### src/rtl/npts_pkg.sv
// Package for the node phase transition sweep core.
// Holds the phase codes, register indexes, shared structs and the saturating timer add.
// It has no dependencies and is compiled first.
`default_nettype none

package npts_pkg;

  localparam int unsigned CFG_IDX_W  = 3;
  localparam int unsigned CFG_DATA_W = 32;

  localparam logic [CFG_IDX_W-1:0] CFG_AMO_SOLIDUS  = 3'd0;
  localparam logic [CFG_IDX_W-1:0] CFG_AMO_LIQUIDUS = 3'd1;
  localparam logic [CFG_IDX_W-1:0] CFG_CRY_LIQUIDUS = 3'd2;
  localparam logic [CFG_IDX_W-1:0] CFG_NUC_ENERGY   = 3'd3;
  localparam logic [CFG_IDX_W-1:0] CFG_SUPPORT_DLY  = 3'd4;
  localparam logic [CFG_IDX_W-1:0] CFG_NUCLEUS_DLY  = 3'd5;

  localparam logic [3:0] PH_CRYSTAL     = 4'd1;
  localparam logic [3:0] PH_LARGE_POLY  = 4'd2;
  localparam logic [3:0] PH_FINE_POLY   = 4'd3;
  localparam logic [3:0] PH_AMORPHOUS   = 4'd4;
  localparam logic [3:0] PH_MUSHY_AMO   = 4'd5;
  localparam logic [3:0] PH_MUSHY_CRY   = 4'd6;
  localparam logic [3:0] PH_MUSHY_FINE  = 4'd7;
  localparam logic [3:0] PH_LIQUID      = 4'd8;
  localparam logic [3:0] PH_SUPERCOOLED = 4'd9;

  localparam logic signed [31:0] CRYSTAL_SOLIDUS = 32'sd0;
  localparam logic [31:0]        TIMER_MAX       = 32'hFFFF_FFFF;

  typedef struct packed {
    logic signed [31:0] amorphous_solidus;
    logic signed [31:0] amorphous_liquidus;
    logic signed [31:0] crystal_liquidus;
    logic signed [31:0] nucleation_energy_limit;
    logic [31:0]        support_delay;
    logic [31:0]        nucleus_delay;
  } cfg_t;

  typedef struct packed {
    logic signed [31:0] node_energy;
    logic [3:0]         node_phase;
    logic [3:0]         right_phase;
    logic               surface_node;
    logic [31:0]        support_timer;
    logic [31:0]        nucleus_timer;
    logic [23:0]        time_step;
    logic               front_fast;
  } node_in_t;

  typedef struct packed {
    logic [3:0]  new_phase;
    logic [31:0] new_support_timer;
    logic [31:0] new_nucleus_timer;
  } node_out_t;

  function automatic logic [31:0] sat_add(input logic [31:0] a, input logic [23:0] b);
    logic [32:0] s;
    s = {1'b0, a} + {9'b0, b};
    return s[32] ? TIMER_MAX : s[31:0];
  endfunction

endpackage

`default_nettype wire

### src/rtl/npts_if.sv
// Valid/ready channel interfaces for node items and result items.
// Depends on nothing; compiled after npts_pkg.
`default_nettype none

interface npts_in_if;
  logic               valid;
  logic               ready;
  logic signed [31:0] node_energy;
  logic [3:0]         node_phase;
  logic [3:0]         right_phase;
  logic               surface_node;
  logic [31:0]        support_timer;
  logic [31:0]        nucleus_timer;
  logic [23:0]        time_step;
  logic               front_fast;

  modport source (
    output valid, node_energy, node_phase, right_phase, surface_node,
    output support_timer, nucleus_timer, time_step, front_fast,
    input  ready
  );
  modport sink (
    input  valid, node_energy, node_phase, right_phase, surface_node,
    input  support_timer, nucleus_timer, time_step, front_fast,
    output ready
  );
endinterface

interface npts_out_if;
  logic        valid;
  logic        ready;
  logic [3:0]  new_phase;
  logic [31:0] new_support_timer;
  logic [31:0] new_nucleus_timer;

  modport source (
    output valid, new_phase, new_support_timer, new_nucleus_timer,
    input  ready
  );
  modport sink (
    input  valid, new_phase, new_support_timer, new_nucleus_timer,
    output ready
  );
endinterface

`default_nettype wire

### src/rtl/npts_rule.sv
// Phase transition rules for one node, purely combinational.
// Depends on npts_pkg for the phase codes, structs and sat_add.
`default_nettype none

module npts_rule (
  input  npts_pkg::node_in_t  node_i,
  input  npts_pkg::cfg_t      cfg_i,
  input  logic [3:0]          left_phase_i,
  output npts_pkg::node_out_t node_o
);
  import npts_pkg::*;

  logic signed [31:0] e;
  logic [3:0]         ph;
  logic [3:0]         rp;
  logic [3:0]         lp;
  logic [3:0]         np;
  logic [31:0]        t1;
  logic [31:0]        t2;
  logic               solid_near;

  assign e  = node_i.node_energy;
  assign ph = node_i.node_phase;
  assign rp = node_i.right_phase;
  assign lp = node_i.surface_node ? rp : left_phase_i;
  assign solid_near = (rp < PH_AMORPHOUS) || (lp < PH_AMORPHOUS);

  always_comb begin
    np = ph;
    t1 = node_i.support_timer;
    t2 = node_i.nucleus_timer;
    unique case (ph)
      PH_CRYSTAL, PH_LARGE_POLY: begin
        if (e >= CRYSTAL_SOLIDUS) np = PH_MUSHY_CRY;
      end
      PH_FINE_POLY: begin
        if (e >= CRYSTAL_SOLIDUS) np = PH_MUSHY_FINE;
      end
      PH_AMORPHOUS: begin
        if (e >= cfg_i.amorphous_solidus) np = PH_MUSHY_AMO;
      end
      PH_MUSHY_AMO: begin
        if (e < cfg_i.amorphous_solidus) np = PH_AMORPHOUS;
        if (e >= cfg_i.amorphous_liquidus) np = PH_SUPERCOOLED;
      end
      PH_MUSHY_CRY: begin
        if (e > cfg_i.crystal_liquidus) begin
          np = PH_LIQUID;
        end else if (e < CRYSTAL_SOLIDUS) begin
          np = ((rp == PH_CRYSTAL) || (lp == PH_CRYSTAL)) ? PH_CRYSTAL : PH_LARGE_POLY;
        end else if (node_i.front_fast) begin
          if (e > cfg_i.amorphous_solidus) np = PH_MUSHY_AMO;
          if (e > cfg_i.amorphous_liquidus) np = PH_SUPERCOOLED;
        end
      end
      PH_MUSHY_FINE: begin
        if (e < CRYSTAL_SOLIDUS) np = PH_FINE_POLY;
        if (e > cfg_i.crystal_liquidus) np = PH_LIQUID;
      end
      PH_LIQUID: begin
        if (e < cfg_i.crystal_liquidus) np = solid_near ? PH_MUSHY_CRY : PH_SUPERCOOLED;
      end
      PH_SUPERCOOLED: begin
        if (e >= cfg_i.crystal_liquidus) begin
          np = PH_LIQUID;
        end else if (e < cfg_i.amorphous_liquidus) begin
          np = PH_MUSHY_AMO;
        end else begin
          t2 = (e < cfg_i.nucleation_energy_limit) ?
               sat_add(node_i.nucleus_timer, node_i.time_step) : '0;
          if (rp == PH_CRYSTAL) begin
            np = PH_MUSHY_CRY;
          end else begin
            t1 = solid_near ? sat_add(node_i.support_timer, node_i.time_step) : '0;
            if (t1 > cfg_i.support_delay) np = PH_MUSHY_CRY;
            if ((np == PH_MUSHY_CRY) && !node_i.surface_node &&
                (left_phase_i == PH_FINE_POLY)) np = PH_MUSHY_FINE;
            if (t2 > cfg_i.nucleus_delay) np = PH_MUSHY_FINE;
          end
        end
      end
      default: begin
        np = ph;
      end
    endcase
  end

  assign node_o.new_phase         = np;
  assign node_o.new_support_timer = t1;
  assign node_o.new_nucleus_timer = t2;

endmodule

`default_nettype wire

### src/rtl/node_phase_transition_sweep_core.sv
// Node phase transition sweep core: top level.
// Each node is loaded into the input register and its result into the output register, and
// result valid rises once the result is loaded there; one node per cycle sustained, input held only when both
// registers are full and the result is not taken. The input register feeds the rule logic.
// Synchronous active-low reset clears both valid flags, the left phase (to crystal)
// and all configuration registers (to zero). Depends on npts_pkg, npts_if and npts_rule.
`default_nettype none

module node_phase_transition_sweep_core (
  input  logic                              clk,
  input  logic                              rst_n,
  npts_in_if.sink                           in_ch,
  npts_out_if.source                        out_ch,
  input  logic                              cfg_we,
  input  logic [npts_pkg::CFG_IDX_W-1:0]    cfg_idx,
  input  logic [npts_pkg::CFG_DATA_W-1:0]   cfg_wdata
);
  import npts_pkg::*;

  cfg_t      cfg_r;
  cfg_t      cfg_nxt;
  node_in_t  in_d;
  node_in_t  s1_r;
  logic      s1_valid_r;
  logic      s1_valid_nxt;
  logic      s1_adv;
  logic      out_free;
  logic      in_xfer;
  logic [3:0] left_phase_r;
  node_out_t rule_out;
  node_out_t out_r;
  logic      out_valid_r;
  logic      out_valid_nxt;

  assign in_d.node_energy   = in_ch.node_energy;
  assign in_d.node_phase    = in_ch.node_phase;
  assign in_d.right_phase   = in_ch.right_phase;
  assign in_d.surface_node  = in_ch.surface_node;
  assign in_d.support_timer = in_ch.support_timer;
  assign in_d.nucleus_timer = in_ch.nucleus_timer;
  assign in_d.time_step     = in_ch.time_step;
  assign in_d.front_fast    = in_ch.front_fast;

  assign out_free     = !out_valid_r || out_ch.ready;
  assign s1_adv       = s1_valid_r && out_free;
  assign in_ch.ready  = !s1_valid_r || out_free;
  assign in_xfer      = in_ch.valid && in_ch.ready;
  assign s1_valid_nxt = in_xfer || (s1_valid_r && !out_free);
  assign out_valid_nxt = s1_adv || (out_valid_r && !out_ch.ready);

  always_comb begin
    cfg_nxt = cfg_r;
    if (cfg_we) begin
      unique case (cfg_idx)
        CFG_AMO_SOLIDUS:  cfg_nxt.amorphous_solidus       = cfg_wdata;
        CFG_AMO_LIQUIDUS: cfg_nxt.amorphous_liquidus      = cfg_wdata;
        CFG_CRY_LIQUIDUS: cfg_nxt.crystal_liquidus        = cfg_wdata;
        CFG_NUC_ENERGY:   cfg_nxt.nucleation_energy_limit = cfg_wdata;
        CFG_SUPPORT_DLY:  cfg_nxt.support_delay           = cfg_wdata;
        CFG_NUCLEUS_DLY:  cfg_nxt.nucleus_delay           = cfg_wdata;
        default:          cfg_nxt = cfg_r;
      endcase
    end
  end

  npts_rule u_rule (
    .node_i       (s1_r),
    .cfg_i        (cfg_r),
    .left_phase_i (left_phase_r),
    .node_o       (rule_out)
  );

  always_ff @(posedge clk) begin
    if (!rst_n) begin
      cfg_r        <= '0;
      s1_valid_r   <= 1'b0;
      out_valid_r  <= 1'b0;
      left_phase_r <= PH_CRYSTAL;
    end else begin
      cfg_r       <= cfg_nxt;
      s1_valid_r  <= s1_valid_nxt;
      out_valid_r <= out_valid_nxt;
      if (s1_adv) left_phase_r <= rule_out.new_phase;
    end
  end

  always_ff @(posedge clk) begin
    if (in_xfer) s1_r <= in_d;
    if (s1_adv) out_r <= rule_out;
  end

  assign out_ch.valid             = out_valid_r;
  assign out_ch.new_phase         = out_r.new_phase;
  assign out_ch.new_support_timer = out_r.new_support_timer;
  assign out_ch.new_nucleus_timer = out_r.new_nucleus_timer;

  a_left_tracks_result: assert property (@(posedge clk) disable iff (!rst_n)
    s1_adv |=> (left_phase_r == $past(rule_out.new_phase)))
    else $error("left phase does not follow the last result");

  a_ready_when_empty: assert property (@(posedge clk) disable iff (!rst_n)
    !s1_valid_r |-> in_ch.ready)
    else $error("input stage empty but not ready");

  a_out_from_stage: assert property (@(posedge clk) disable iff (!rst_n)
    $rose(out_valid_r) |-> $past(s1_valid_r))
    else $error("result appeared without an item in the input stage");

  a_unknown_phase_kept: assert property (@(posedge clk) disable iff (!rst_n)
    (s1_valid_r && ((s1_r.node_phase == 4'd0) || (s1_r.node_phase > PH_SUPERCOOLED)))
    |-> (rule_out.new_phase == s1_r.node_phase))
    else $error("undefined phase code was altered");

endmodule

`default_nettype wire
### src/flat_wrapper.sv
// flat-port wrapper written by rule: the top's interface ports become plain ports
module node_phase_transition_sweep_core_flat import npts_pkg::*;
  (clk, rst_n, cfg_we, cfg_idx, cfg_wdata, in_ch_valid, in_ch_node_energy, in_ch_node_phase, in_ch_right_phase, in_ch_surface_node, in_ch_support_timer, in_ch_nucleus_timer, in_ch_time_step, in_ch_front_fast, in_ch_ready, out_ch_valid, out_ch_new_phase, out_ch_new_support_timer, out_ch_new_nucleus_timer, out_ch_ready);
  npts_in_if in_ch_i ();
  npts_out_if out_ch_i ();
  input  logic clk;
  input  logic rst_n;
  input  logic cfg_we;
  input  logic [npts_pkg::CFG_IDX_W-1:0] cfg_idx;
  input  logic [npts_pkg::CFG_DATA_W-1:0] cfg_wdata;
  input wire logic [$bits(in_ch_i.valid)-1:0] in_ch_valid;
  input wire logic [$bits(in_ch_i.node_energy)-1:0] in_ch_node_energy;
  input wire logic [$bits(in_ch_i.node_phase)-1:0] in_ch_node_phase;
  input wire logic [$bits(in_ch_i.right_phase)-1:0] in_ch_right_phase;
  input wire logic [$bits(in_ch_i.surface_node)-1:0] in_ch_surface_node;
  input wire logic [$bits(in_ch_i.support_timer)-1:0] in_ch_support_timer;
  input wire logic [$bits(in_ch_i.nucleus_timer)-1:0] in_ch_nucleus_timer;
  input wire logic [$bits(in_ch_i.time_step)-1:0] in_ch_time_step;
  input wire logic [$bits(in_ch_i.front_fast)-1:0] in_ch_front_fast;
  output wire logic [$bits(in_ch_i.ready)-1:0] in_ch_ready;
  output wire logic [$bits(out_ch_i.valid)-1:0] out_ch_valid;
  output wire logic [$bits(out_ch_i.new_phase)-1:0] out_ch_new_phase;
  output wire logic [$bits(out_ch_i.new_support_timer)-1:0] out_ch_new_support_timer;
  output wire logic [$bits(out_ch_i.new_nucleus_timer)-1:0] out_ch_new_nucleus_timer;
  input wire logic [$bits(out_ch_i.ready)-1:0] out_ch_ready;
  assign in_ch_i.valid = in_ch_valid;
  assign in_ch_i.node_energy = in_ch_node_energy;
  assign in_ch_i.node_phase = in_ch_node_phase;
  assign in_ch_i.right_phase = in_ch_right_phase;
  assign in_ch_i.surface_node = in_ch_surface_node;
  assign in_ch_i.support_timer = in_ch_support_timer;
  assign in_ch_i.nucleus_timer = in_ch_nucleus_timer;
  assign in_ch_i.time_step = in_ch_time_step;
  assign in_ch_i.front_fast = in_ch_front_fast;
  assign in_ch_ready = in_ch_i.ready;
  assign out_ch_valid = out_ch_i.valid;
  assign out_ch_new_phase = out_ch_i.new_phase;
  assign out_ch_new_support_timer = out_ch_i.new_support_timer;
  assign out_ch_new_nucleus_timer = out_ch_i.new_nucleus_timer;
  assign out_ch_i.ready = out_ch_ready;
  node_phase_transition_sweep_core u_core (.clk(clk), .rst_n(rst_n), .in_ch(in_ch_i), .out_ch(out_ch_i), .cfg_we(cfg_we), .cfg_idx(cfg_idx), .cfg_wdata(cfg_wdata));
endmodule
### config.mk
export PLATFORM = sky130hd
export DESIGN_NAME = node_phase_transition_sweep_core_flat
export DESIGN_NICKNAME = d
export VERILOG_FILES = /design/src/rtl/npts_pkg.sv /design/src/rtl/npts_if.sv /design/src/rtl/npts_rule.sv /design/src/rtl/node_phase_transition_sweep_core.sv /design/src/flat_wrapper.sv
export SDC_FILE = /design/constraint.sdc
export NUM_CORES = 1
export LEC_CHECK = 0
export BUFFER_PORTS_ARGS = -buffer_cell sky130_fd_sc_hd__buf_2
export CAP_MARGIN = 20
export CORE_MARGIN = 2
export CORE_UTILIZATION = 55
export DETAILED_ROUTE_END_ITERATION = 10
export PLACE_DENSITY = 0.73
export SLEW_MARGIN = 20
export SYNTH_ARGS = -nofsm -noshare
export SYNTH_HDL_FRONTEND = slang
export SYNTH_SLANG_ARGS = --single-unit
export TNS_END_PERCENT = 20
### constraint.sdc
create_clock -name clk -period 13.9 [get_ports clk]
set_input_delay 0.695 -clock clk [delete_from_list [all_inputs] [get_ports clk]]
set_output_delay 0.695 -clock clk [all_outputs]
set_load 0.1 [all_outputs]
# ---- After elaboration in Yosys (flattened, before gate mapping)
# Cells that the tools add are included.
dict set report classes {
  addsub 2
  mul 0
  n_div 0
  n_lt_le_gt_ge 16
  n_eq_ne 18
  shifts 0
  n_mux 38
  bitwise_logic 0
  reduce_logical 25
}
# operator n
set ops {}
lappend ops {{$mux W32} 11}
lappend ops {{$gt A32 B32 Y1} 5}
lappend ops {{$lt A32 B32 Y1} 4}
lappend ops {{$mux W4} 25}
lappend ops {{$ge A32 B32 Y1} 3}
lappend ops {{$add A32 B24 Y33} 2}
lappend ops {{$ge A32 B1 Y1 const B} 1}
lappend ops {{$lt A32 B1 Y1 const B} 1}
lappend ops {{$pmux W4 S8} 1}
lappend ops {{$eq A4 B3 Y1 const B} 5}
lappend ops {{$eq A4 B1 Y1 const B} 3}
lappend ops {{$eq A4 B2 Y1 const B} 3}
lappend ops {{$reduce_and A2 Y1} 6}
lappend ops {{$eq A4 B4 Y1 const B} 2}
lappend ops {{$lt A4 B3 Y1 const B} 2}
lappend ops {{$eq A3 B2 Y1 const B} 2}
lappend ops {{$eq A3 B3 Y1 const B} 2}
lappend ops {{$logic_and A1 B1 Y1} 6}
lappend ops {{$logic_or A1 B1 Y1} 6}
lappend ops {{$logic_not A1 Y1} 5}
lappend ops {{$eq A3 B1 Y1 const B} 1}
lappend ops {{$logic_not A3 Y1} 1}
lappend ops {{$mux W2} 1}
lappend ops {{$reduce_or A2 Y1} 1}
dict set report totals {
  ff_bits 396
  latch_bits 0
  ram_bits 0
  romBits 0
  output_inout_bits 70
  mem_count 0
}

# ---- Longest topological paths before layout
# Gate-level depths: netlist (run 1).
dict set report logic_depth {
  depth_word 19
  ltp_mapped 23
  ltp_nobuf 22
}

# ---- Modules after synthesis
# From an unflattened synthesis (run 1), not the netlist that was laid out.
dict set report hier_totals {
  hier_cells 2251
  hier_area_um2 21863.5
}
# module instances cells_each area_each_um2 seq_area_each_um2
set modules_own_cells {}
lappend modules_own_cells {node_phase_transition_sweep_core 1 904 12424.4 9909.5}
lappend modules_own_cells {npts_rule 1 1347 9439.1 0.0}

# ---- Worst setup path before layout (run 1)
# OpenSTA, ideal clock, no wires.
dict set report synth_path {
  path_kind {reg2reg}
  from {register u_core.out_valid_r, in the netlist u_core.out_ch.valid}
  to {register u_core.s1_r[0] in the netlist's numbering, enable pin}
  setup_time_ps 504
  t_arrival_ps 4717
  required_time_ps 13396
  setup_slack_ps 8680
  path_stages_with_launch 4
  path_buffers 0
  synth_period_minus_slack_ps 5220
  path_cell_list {dfxtp_1 -> nor2b_1 -> nand2_1 -> and2_1}
}
dict set report synth_between {
  elab_chain_cells 4
}
# item line
set synth_lines {}
lappend synth_lines {{from (decl)} node_phase_transition_sweep_core.sv:32} ;# logic out_valid_r;
lappend synth_lines {{from (signal assigned)} node_phase_transition_sweep_core.sv:82} ;# out_valid_r <= out_valid_nxt;
lappend synth_lines {{$logic_not A1 Y1} node_phase_transition_sweep_core.sv:44} ;# assign out_free = !out_valid_r || out_ch.ready;
lappend synth_lines {{$logic_or A1 B1 Y1} node_phase_transition_sweep_core.sv:44}
lappend synth_lines {{$logic_or A1 B1 Y1} node_phase_transition_sweep_core.sv:46} ;# assign in_ch.ready = !s1_valid_r || out_free;
lappend synth_lines {{via in_ch_ready} flat_wrapper.sv:20} ;# output wire logic [$bits(in_ch_i.ready)-1:0] in_ch_ready;
lappend synth_lines {{$logic_and A1 B1 Y1} node_phase_transition_sweep_core.sv:47} ;# assign in_xfer = in_ch.valid && in_ch.ready;
lappend synth_lines {{via u_core.in_xfer} node_phase_transition_sweep_core.sv:28} ;# logic in_xfer;
lappend synth_lines {{to (signal assigned)} node_phase_transition_sweep_core.sv:88} ;# if (in_xfer) s1_r <= in_d;
lappend synth_lines {{to (decl)} node_phase_transition_sweep_core.sv:23} ;# node_in_t s1_r;
# The timed path passes the listed nets, and every way through them passes these cells.
# A chain may end at the register's enable or synchronous reset.

==> results.json, run 1 <==
{
  "hold_slack_ps": 284,
  "synth_commonest_cells": "nand2_1 (498), ha_1 (239), inv_1 (214)",
  "worstSetupStartpoint": "u_core.s1_r[1]$_DFFE_PP_",
  "setup_tns_ps": 0,
  "crit_family": "compound AO/OA/AOI/OAI gates",
  "synthFlopType": "edfxtp_1",
  "cts_root_buf": "clkbuf_16",
  "fp.dieH_um": 206,
  "period_share_pct": 43.0,
  "worstReg2RegEnd": "u_core.out_ch.new_phase[0]$_DFFE_PP_",
  "synth.avg_cell_area_um2": 9.31,
  "cp_max_fo": 27,
  "status": "finished, final reports clean",
  "drt-initial-drc-count": 1436,
  "power_leakage_nw": 9.76,
  "grtUsageTotal_pct": 29.3,
  "drive_gt1_share_pct": 14.5,
  "hp-start": "in_ch_nucleus_timer[30]",
  "max-vdd-ir-drop_v": 0.000102,
  "final-setup-viol-count": 0,
  "synth-seq-cells": 396,
  "arrival_ps": 6300,
  "period_needed_ps": 5980,
  "synthCells": 2417,
  "clock_latency_ps": 590,
  "cts_tree": "done",
  "die-area_mm2": 0.0426,
  "ant_nets": 0,
  "power_density_mw_per_mm2": 118,
  "top_layer": "met5",
  "hold_buffers": 0,
  "place_area_mm2": 0.0242,
  "worstMarginPinSlew_ps": 1060,
  "portBuffers": 239,
  "synth_edf_count": 198,
  "min_path_type": "in -> reg",
  "holdPathStages": 1,
  "wl_met1_um": 28300,
  "post_drt_wl_per_cell_um": 19.9,
  "synth.most_common_cell": "nand2_1",
  "rsz0062_at_grt": "false",
  "vias": 18500,
  "yosys.area.top_type_share_pct": 26.4,
  "cts_made_buffers": 42,
  "crit_buf_inv": 1,
  "synth_cell_types": 87,
  "drv_cap": 0,
  "clock_sinks": 396,
  "grt_overflow": 0,
  "grt_pass1_wl_um": 95800,
  "ctsResizeCount": 0,
  "rows": 74,
  "post_cts_buffers": 0,
  "criticalPathCategory": "reg -> reg",
  "crit_required_ps": 14220,
  "fmax_mhz": 167,
  "ff2ff_path_depth": 22,
  "antenna_found_initial": 4,
  "first_global_vias": 17500,
  "firstDrtPassIters": 8,
  "nNetsFinal": 3030,
  "cts_max_path_buffers": 3,
  "whs_endpoint": "u_core.s1_r[55]$_DFFE_PP_",
  "grt_max_degree": 101,
  "ys_async_sr_fraction_pct": 0,
  "path_cells": "ha_1 > inv_1 > fa_1 > nand2b_1 > a21oi_1 > o211ai_2 > o31ai_1 > o21a_2 > a31o_2 > nand2_2 > a31o_2 > nor2_1 > ha_1 > nand4_1 > nor4_1 > a222oi_1 > or3b_1 > a22oi_2 > o221ai_1 > a21o_1 > a211oi_1 > nor2_1",
  "r2r_start": "u_core.s1_r[1]$_DFFE_PP_",
  "yosys.area.top_type": "edfxtp_1",
  "clk_pin_slew_ps": 60,
  "synth_nets": 2828,
  "start_kind": "register",
  "hold_violations": 0,
  "fillCellCount": 3441,
  "route.met2.wl_um": 28900,
  "utilization_pct": 63.0,
  "ys_warn_count": 0,
  "drc": 0,
  "clock_skew_ps": 17.1,
  "cp-end-kind": "register",
  "wl_um": 63400,
  "dieWidth_um": 206,
  "core_area_mm2": 0.0406,
  "cts_max_level": 2,
  "fin_area_mm2": 0.0256,
  "relSlewSlack_pct": 29.4,
  "ioPinCount": 240,
  "area_growth_pct": 13.7,
  "hpwl_um": 47000,
  "slowest_delay_ps": 430,
  "start_util_pct": 55.4,
  "ys_seq_area_share_pct": 44.0,
  "yosys-top-cells-area": "edfxtp_1 (26%), dfxtp_1 (18%), ha_1 (13%)",
  "avgViaCountPerCell": 5.80,
  "slew_violations": 0,
  "finalWeightedCongestion": 0.931,
  "critPathSlowestCell": "edfxtp_1",
  "netlist_area_mm2": 0.0225,
  "rrSetupSlack_ps": 7920,
  "met3_length_um": 4150
}
## final cells by class
class	instances	area [um2]	area share, %
clock inverters	33	358	1.40
multi-input cells	1712	11500	44.9
well taps	532	666	2.60
clock buffers	45	1060	4.15
repair buffers	253	1310	5.11
diodes	3	7.51	0.0293
flip-flops and latches	396	9910	38.7
inverters	214	803	3.14
## kinds of logic (layout without fill, tap and decap cells)
kind of cell,after synthesis,count (layout),share of synthesized area [%]
XOR/XNOR,42,42,1.63
AO/OA/AOI/OAI,623,623,18.7
multiplexers,38,38,1.88
flip-flops,396,396,44.0
other,0,3,0
AND/OR/NAND/NOR,768,768,15.0
adder cells (fa/ha/maj),241,241,13.5
buffers and inverters,309,545,5.29
## power by group
group / switching, mW / leakage (nW) / internal, mW / total (mW)
Clock: 0.488 / 0.689 / 0.686 / 1.17
Combinational: 0.340 / 5.56 / 0.193 / 0.533
Sequential: 0.0398 / 3.51 / 1.28 / 1.32
## worst max-delay path by stage
| stage | end | cells past startpoint |
|---|---|---|
| finish | u_core.out_ch.new_phase[0]$_DFFE_PP_ | 22 |
| global route | u_core.out_ch.new_phase[0]$_DFFE_PP_ | 19 |
| CTS | u_core.out_ch.new_phase[0]$_DFFE_PP_ | 22 |
| detailed placement | u_core.out_ch.new_phase[0]$_DFFE_PP_ | 22 |
| global placement | u_core.out_ch.new_phase[0]$_DFFE_PP_ | 22 |
| floorplan | u_core.s1_r[0]$_DFFE_PP_ | 3 |
## cell usage in the layout, fill, tap and decap left out, drive strengths merged, types with 15 or more instances in the layout
master  synthesis  layout
nor3           23      23
xor2           17      17
a21oi         175     175
inv           214     216
nand3          34      34
mux2           34      34
o211ai         15      15
a21boi        192     192
nand4          50      50
xnor2          25      25
a21o           48      48
clkinv          0      21
edfxtp        198     198
nor2b          22      22
dfxtp         198     198
nand2         499     499
o21a           16      16
a211oi         23      23
clkbuf         81      45
nor2           71      71
ha            239     239
o21ai          59      59
buf            14     253
## layer usage
metal | vias to the layer above | global-route usage [%]
met5 | - | 0
met2 | 609 | 46.5
met3 | 127 | 3.94
met1 | 8817 | 40.6
met4 | 2 | 11.4
li1 | 8940 | -
## sequential cells by signal, indices dropped and copies added (netlist names)
register                         cells
u_core.out_ch.valid                  1
u_core.cfg_r                       192
u_core.s1_r                        130
u_core.out_ch.new_nucleus_timer     32
u_core.left_phase_r                  4
u_core.out_ch.new_support_timer     32
u_core.out_ch.new_phase              4
u_core.s1_valid_r                    1
## through the flow
step	power, mW	setup WS (ps)	cells
after CTS	3.04	7980	3185
after floorplan	1.71	8680	2417
final	3.03	7920	3188
after global routing	3.14	7450	3188
after detailed placement	1.87	7990	3107
after global placement	1.85	8190	3107
Power figures use the tool's default switching activity.
==> run 2: changes to the inputs <==
--- a/config.mk
+++ b/config.mk
@@ -8,9 +8,9 @@
 export BUFFER_PORTS_ARGS = -buffer_cell sky130_fd_sc_hd__buf_2
 export CAP_MARGIN = 20
 export CORE_MARGIN = 2
-export CORE_UTILIZATION = 55
+export CORE_UTILIZATION = 54
 export DETAILED_ROUTE_END_ITERATION = 10
-export PLACE_DENSITY = 0.73
+export PLACE_DENSITY = 0.75
 export SLEW_MARGIN = 20
 export SYNTH_ARGS = -nofsm -noshare
 export SYNTH_HDL_FRONTEND = slang
==> constraint.sdc (replaced) <==
create_clock -name clk -period 5.39 [get_ports clk]
set_input_delay 0.2695 -clock clk [delete_from_list [all_inputs] [get_ports clk]]
set_output_delay 0.2695 -clock clk [all_outputs]
set_load 0.1 [all_outputs]
==> run 2 against run 1 <==
  * Clock skew grew 11 ps
  * Worst hold slack got worse by 260 ps
  * Die area increased by 1.8%
  * Global-route usage rose by 1.6 points
  * Worst setup slack worse by 7800 ps
  * Power increased to 2.6 times the previous value
  * Critical path depth is 1 lower
  * Routed wire length grew 7.7%
  * Utilization up 5.0 points
  * Flip-flop and latch count unchanged
==> results.json, run 2 (synthesis gave the netlist of run 1 again) <==
{
  "status": "finished, final reports clean",
  "relSlewSlack_pct": 21.5,
  "core_area_mm2": 0.0410,
  "first_global_vias": 19600,
  "criticalPathCategory": "reg -> reg",
  "cp_max_fo": 7,
  "pwr-share-clk_pct": 37.2,
  "vias": 19800,
  "ant_nets": 0,
  "finalWeightedCongestion": 0.977,
  "cts_root_buf": "clkbuf_16",
  "clock_skew_ps": 28.1,
  "final_cells": 3405,
  "final-setup-viol-count": 0,
  "hp-start": "cfg_wdata[4]",
  "ioPinCount": 240,
  "min_path_type": "in -> reg",
  "regMostFlops": "u_core.cfg_r",
  "cts_max_level": 2,
  "drt-initial-drc-count": 1846,
  "start_kind": "register",
  "antenna_found_initial": 7,
  "placedCellCount": 3171,
  "dieWidth_um": 208,
  "firstDrtPassIters": 6,
  "mostFrequentLayoutCell": "nand2_1",
  "hpwl_um": 48900,
  "cp-end-kind": "register",
  "period_needed_ps": 5280,
  "power.switching_mw": 2.33,
  "rrSetupSlack_ps": 110,
  "r2r_start": "u_core.s1_r[6]$_DFFE_PP_",
  "post_drt_wl_per_cell_um": 20.0,
  "sw_frac_of_total_pct": 29.2,
  "drive_gt1_share_pct": 17.9,
  "final_cell_mix": "nand2_1 (497), buf_2 (238), ha_1 (233), inv_1 (214)",
  "holdPathStages": 3,
  "start_util_pct": 54.9,
  "worstReg2RegEnd": "u_core.left_phase_r[2]$_SDFFE_PN0P_",
  "period_share_pct": 98.0,
  "grtUsageTotal_pct": 30.9,
  "power_density_mw_per_mm2": 286,
  "whs_endpoint": "u_core.cfg_r[164]$_SDFFE_PN0P_",
  "pwr-share-comb_pct": 20.3,
  "fmax_mhz": 189,
  "clock_latency_ps": 590,
  "die-area_mm2": 0.0433,
  "fp.dieH_um": 208,
  "avgViaCountPerCell": 5.80,
  "pwr-share-seq_pct": 42.5,
  "power_leakage_nw": 10.8,
  "post-place-ws_ps": -135,
  "wl_um": 68300,
  "slew_violations": 0,
  "crit_required_ps": 5870,
  "worstMarginPinSlew_ps": 1170,
  "cts_max_path_buffers": 3,
  "grt_max_degree": 138,
  "ff2ff_path_depth": 21,
  "clock_sinks": 396,
  "fillCellCount": 3156,
  "grt_pass1_wl_um": 106000,
  "nNetsFinal": 3245,
  "area_growth_pct": 23.9,
  "rows": 74,
  "hold_violations": 0,
  "grt_overflow": 0,
  "drv_cap": 0,
  "cts_made_buffers": 43,
  "cts_tree": "done",
  "portBuffers": 239,
  "top_regs": "u_core.cfg_r (192), u_core.s1_r (130)",
  "max-vdd-ir-drop_v": 0.000274,
  "drc": 0,
  "clk_pin_slew_ps": 60,
  "largest_reg_flops": 192,
  "arrival_ps": 5760,
  "setup_ws_ps": 109,
  "p_int_mw": 5.66
}
[run 2: cell types whose count changed in the layout (fill, tap and decap cells not counted), moves of 6 or more]
cell,previous run,this run
ha_1,239,233
bufinv_16,7,1
clkbuf_1,3,9
a21oi_1,173,166
buf_4,14,86
dlygate4sd3_1,0,134
clkinv_1,11,3
[run 2: repair_timing]
item,CTS,global route
pin swaps,1,45
buffers inserted,1,13
resized for setup,3,68
cloned,0,1
hold buffers,134,0
setup endpoints to repair,6,8
hold endpoints to repair,135,0
[run 2: worst max-delay path: stages (launching register included)]
cell and delay, ps:
edfxtp_1 480, ha_4 270, buf_4 150, a2111o_1 420, o211ai_2 230, o31ai_2 110
o21a_2 260, buf_6 140, a22o_4 240, and4_1 210, nor3_2 230, ha_1 290
nand4_1 150, nor4_2 80, a222oi_1 340, or3b_4 420, a22oi_2 210, buf_6 160
nand3b_4 80, o31a_1 300, o22a_1 200, a31o_1 210
[run 2: power groups by stage]
stage / Clock, mW / Sequential, mW / Combinational [mW]
2_1_floorplan: 0 / 3.59 / 0.817
3_3_place_gp: 0 / 3.45 / 1.40
3_5_place_dp: 0 / 3.45 / 1.44
4_1_cts: 3.01 / 3.39 / 1.53
5_1_grt: 3.12 / 3.40 / 1.77
6_report: 2.97 / 3.40 / 1.63
[run 2: stage by stage]
| stage | power, mW | instance area (um2) | util, % | hold slack [ps] | TNS [ps] |
|---|---|---|---|---|---|
| 2_1_floorplan | 4.41 | 22500 | - | 368 | 0 |
| 3_3_place_gp | 4.86 | 24600 | 60.0 | 445 | 0 |
| 3_5_place_dp | 4.89 | 24600 | 60.1 | 448 | -332 |
| 4_1_cts | 7.93 | 27400 | 66.9 | 4.33 | 0 |
| 5_1_grt | 8.29 | 27900 | 68.0 | 34.7 | -476 |
| 6_report | 7.99 | 27900 | 68.0 | 22.5 | 0 |
[run 2: cell type report]
class	instances	area [um2]	area share [%]
tap	532	666	2.39
timing repair buffer	466	3290	11.8
antenna	5	12.5	0.0448
inverter	214	803	2.88
clock buffer	62	1280	4.60
multi-input combinational	1713	11800	42.3
clock inverter	17	131	0.471
sequential	396	9910	35.5
[run 2: metal layers]
layer | GRT usage, % | vias to the layer above | part of all wire, %
li1 | - | 9369 | -
met1 | 40.9 | 9438 | 43
met2 | 51.4 | 789 | 47
met3 | 3.59 | 168 | 6.7
met4 | 13.3 | 0 | 4.2
met5 | 0 | - | 0
[run 2: worst max-delay path by stage]
stage,end,slack (ps),startpoint
4_1_cts,u_core.out_ch.new_phase[0]$_DFFE_PP_,6,u_core.s1_r[1]$_DFFE_PP_
2_1_floorplan,u_core.s1_r[0]$_DFFE_PP_,170,u_core.out_ch.valid$_SDFF_PN0_
5_1_grt,u_core.out_ch.new_phase[0]$_DFFE_PP_,-100,u_core.s1_r[1]$_DFFE_PP_
3_3_place_gp,u_core.out_ch.new_phase[0]$_DFFE_PP_,130,u_core.s1_r[1]$_DFFE_PP_
3_5_place_dp,u_core.left_phase_r[0]$_SDFFE_PN1P_,-130,u_core.s1_r[7]$_DFFE_PP_
6_report,u_core.left_phase_r[2]$_SDFFE_PN0P_,110,u_core.s1_r[6]$_DFFE_PP_
==> run 3: changes to the inputs <==
--- a/config.mk
+++ b/config.mk
@@ -7,10 +7,11 @@
 export LEC_CHECK = 0
 export BUFFER_PORTS_ARGS = -buffer_cell sky130_fd_sc_hd__buf_2
 export CAP_MARGIN = 20
+export CORE_ASPECT_RATIO = 0.75
 export CORE_MARGIN = 2
 export CORE_UTILIZATION = 54
 export DETAILED_ROUTE_END_ITERATION = 10
-export PLACE_DENSITY = 0.75
+export PLACE_DENSITY = 0.77
 export SLEW_MARGIN = 20
 export SYNTH_ARGS = -nofsm -noshare
 export SYNTH_HDL_FRONTEND = slang
==> run 3 against run 2 <==
  * Critical path depth unchanged
  * Largest cell class unchanged
  * Largest power group unchanged
  * Cell area decreased by 0.56%
  * Global-route usage is 0.34 points higher
==> results.json, run 3 (synthesis gave the netlist of run 1 again) <==
{
  "status": "finished, final reports clean",
  "power_leakage_nw": 10.7,
  "clock_sinks": 396,
  "cts_max_level": 2,
  "grtUsageTotal_pct": 31.2,
  "clk_pin_slew_ps": 60,
  "avgViaCountPerCell": 5.85,
  "hpwl_um": 48800,
  "final_cells": 3418,
  "hold_slack_ps": 75.5,
  "hold_violations": 0,
  "ff2ff_path_depth": 21,
  "grt_max_degree": 200,
  "placedCellCount": 3205,
  "arrival_ps": 5710,
  "rows": 64,
  "relSlewSlack_pct": 29.8,
  "wl_um": 69700,
  "utilization_pct": 67.8,
  "finalWeightedCongestion": 0.952,
  "fp.dieH_um": 181,
  "vias": 20000,
  "mostFrequentLayoutCell": "nand2_1",
  "fmax_mhz": 190,
  "clock_skew_ps": 17.1,
  "crit_required_ps": 5830,
  "cp-end-kind": "register",
  "post_drt_wl_per_cell_um": 20.4,
  "period_share_pct": 97.9,
  "nNetsFinal": 3237,
  "slew_violations": 0,
  "cts_root_buf": "clkbuf_16",
  "firstDrtPassIters": 6,
  "drc": 0,
  "power_density_mw_per_mm2": 283,
  "core_area_mm2": 0.0409,
  "period_needed_ps": 5270,
  "setup_tns_ps": 0,
  "top_regs": "u_core.cfg_r (192), u_core.s1_r (130)",
  "worstMarginPinSlew_ps": 1050,
  "area_growth_pct": 23.2,
  "final-setup-viol-count": 0,
  "holdPathStages": 3,
  "cp_max_fo": 12,
  "portBuffers": 239,
  "cts_made_buffers": 40,
  "antenna_found_initial": 4,
  "dieWidth_um": 240,
  "fillCellCount": 3125,
  "criticalPathCategory": "reg -> reg",
  "max-vdd-ir-drop_v": 0.000263,
  "drt-initial-drc-count": 1860,
  "ioPinCount": 240,
  "regMostFlops": "u_core.cfg_r",
  "first_global_vias": 19200,
  "cts_tree": "done",
  "start_util_pct": 55.0,
  "cts_max_path_buffers": 3,
  "grt_overflow": 0,
  "drv_cap": 0,
  "ant_nets": 0,
  "min_path_type": "in -> reg",
  "clock_latency_ps": 550,
  "grt_pass1_wl_um": 105000,
  "final_cell_mix": "nand2_1 (496), buf_2 (238), ha_1 (228), inv_1 (214)",
  "die-area_mm2": 0.0434,
  "start_kind": "register",
  "drive_gt1_share_pct": 17.1,
  "largest_reg_flops": 192
}
==> run 3: changes by cell type in the layout (fill, tap and decap cells not counted), moves of 3 or more <==
cell	previous run	this run
a211oi_1	16	19
a211oi_2	6	3
buf_6	5	1
clkbuf_16	47	44
dlygate4sd3_1	134	131
ha_1	233	228
ha_2	3	8
nor2_1	62	66
nor2_2	8	5
nor3_2	5	2
nor3_4	0	3
o21ai_1	12	16
o21ai_2	4	0
==> run 3: timing repair <==
item	4_1_cts	5_1_grt
hold buffers	131	0
pin swaps	0	24
gates cloned	0	2
endpoints found under the setup margin	2	8
endpoints found under the hold margin	131	0
setup buffers	0	7
gates resized for setup	3	46
==> run 3: layer usage <==
metal	up-vias	GRT usage, %	share of wire, %
li1	9345	-	-
met1	9483	43.8	42
met2	999	47.5	44
met3	168	6.54	10
met4	2	11.5	3.7
met5	-	0	0.016
==> run 3: stage by stage <==
| step | setup WS (ps) | total power [mW] | instance area, um2 |
|---|---|---|---|
| 2_1_floorplan | 170 | 4.41 | 22500 |
| 4_1_cts | 5.37 | 7.80 | 27400 |
| 3_3_place_gp | 77.0 | 4.88 | 24700 |
| 5_1_grt | -41.2 | 8.15 | 27700 |
| 6_report | 116 | 7.86 | 27700 |
| 3_5_place_dp | 5.53 | 4.92 | 24800 |
==> run 3: final cells by class <==
cell class	instances	area, um2	area share [%]
diodes	3	7.51	0.0271
clock buffers	59	1180	4.25
clock inverters	11	126	0.455
inverters	214	803	2.90
multi-input cells	1712	11700	42.3
flip-flops and latches	396	9910	35.7
well taps	561	702	2.53
repair buffers	462	3300	11.9
==> run 3: path summary, 6_finish.rpt <==
path / start / to / slack, ps
worst max-delay path: u_core.s1_r[10]$_DFFE_PP_ / u_core.left_phase_r[2]$_SDFFE_PN0P_ / 120
worst min-delay path: cfg_wdata[29] / u_core.cfg_r[125]$_SDFFE_PN0P_ / 80
worst max register to register: u_core.s1_r[10]$_DFFE_PP_ / u_core.left_phase_r[2]$_SDFFE_PN0P_ / 120
worst min register to register: u_core.cfg_r[166]$_SDFFE_PN0P_ / u_core.cfg_r[166]$_SDFFE_PN0P_ / 470
==> run 3: power breakdown <==
group | internal (mW) | switching [mW] | leakage [nW]
logic | 0.651 | 0.974 | 6.56
registers | 3.30 | 0.107 | 3.51
clock network | 1.65 | 1.18 | 0.644
==> run 3: worst max-delay path: stages, from the launching register on <==
cell,delay [ps]
edfxtp_1,460
buf_4,190
ha_2,400
nand4_1,170
nor2_1,200
o21ai_1,110
o22ai_2,200
o211ai_1,160
buf_4,160
a211o_1,320
buf_4,200
a21oi_1,250
ha_1,300
a211o_1,300
o211ai_2,60
a21oi_1,80
or4_4,560
a21o_1,190
nand3b_4,150
o31a_1,300
o22a_1,200
a31o_1,210
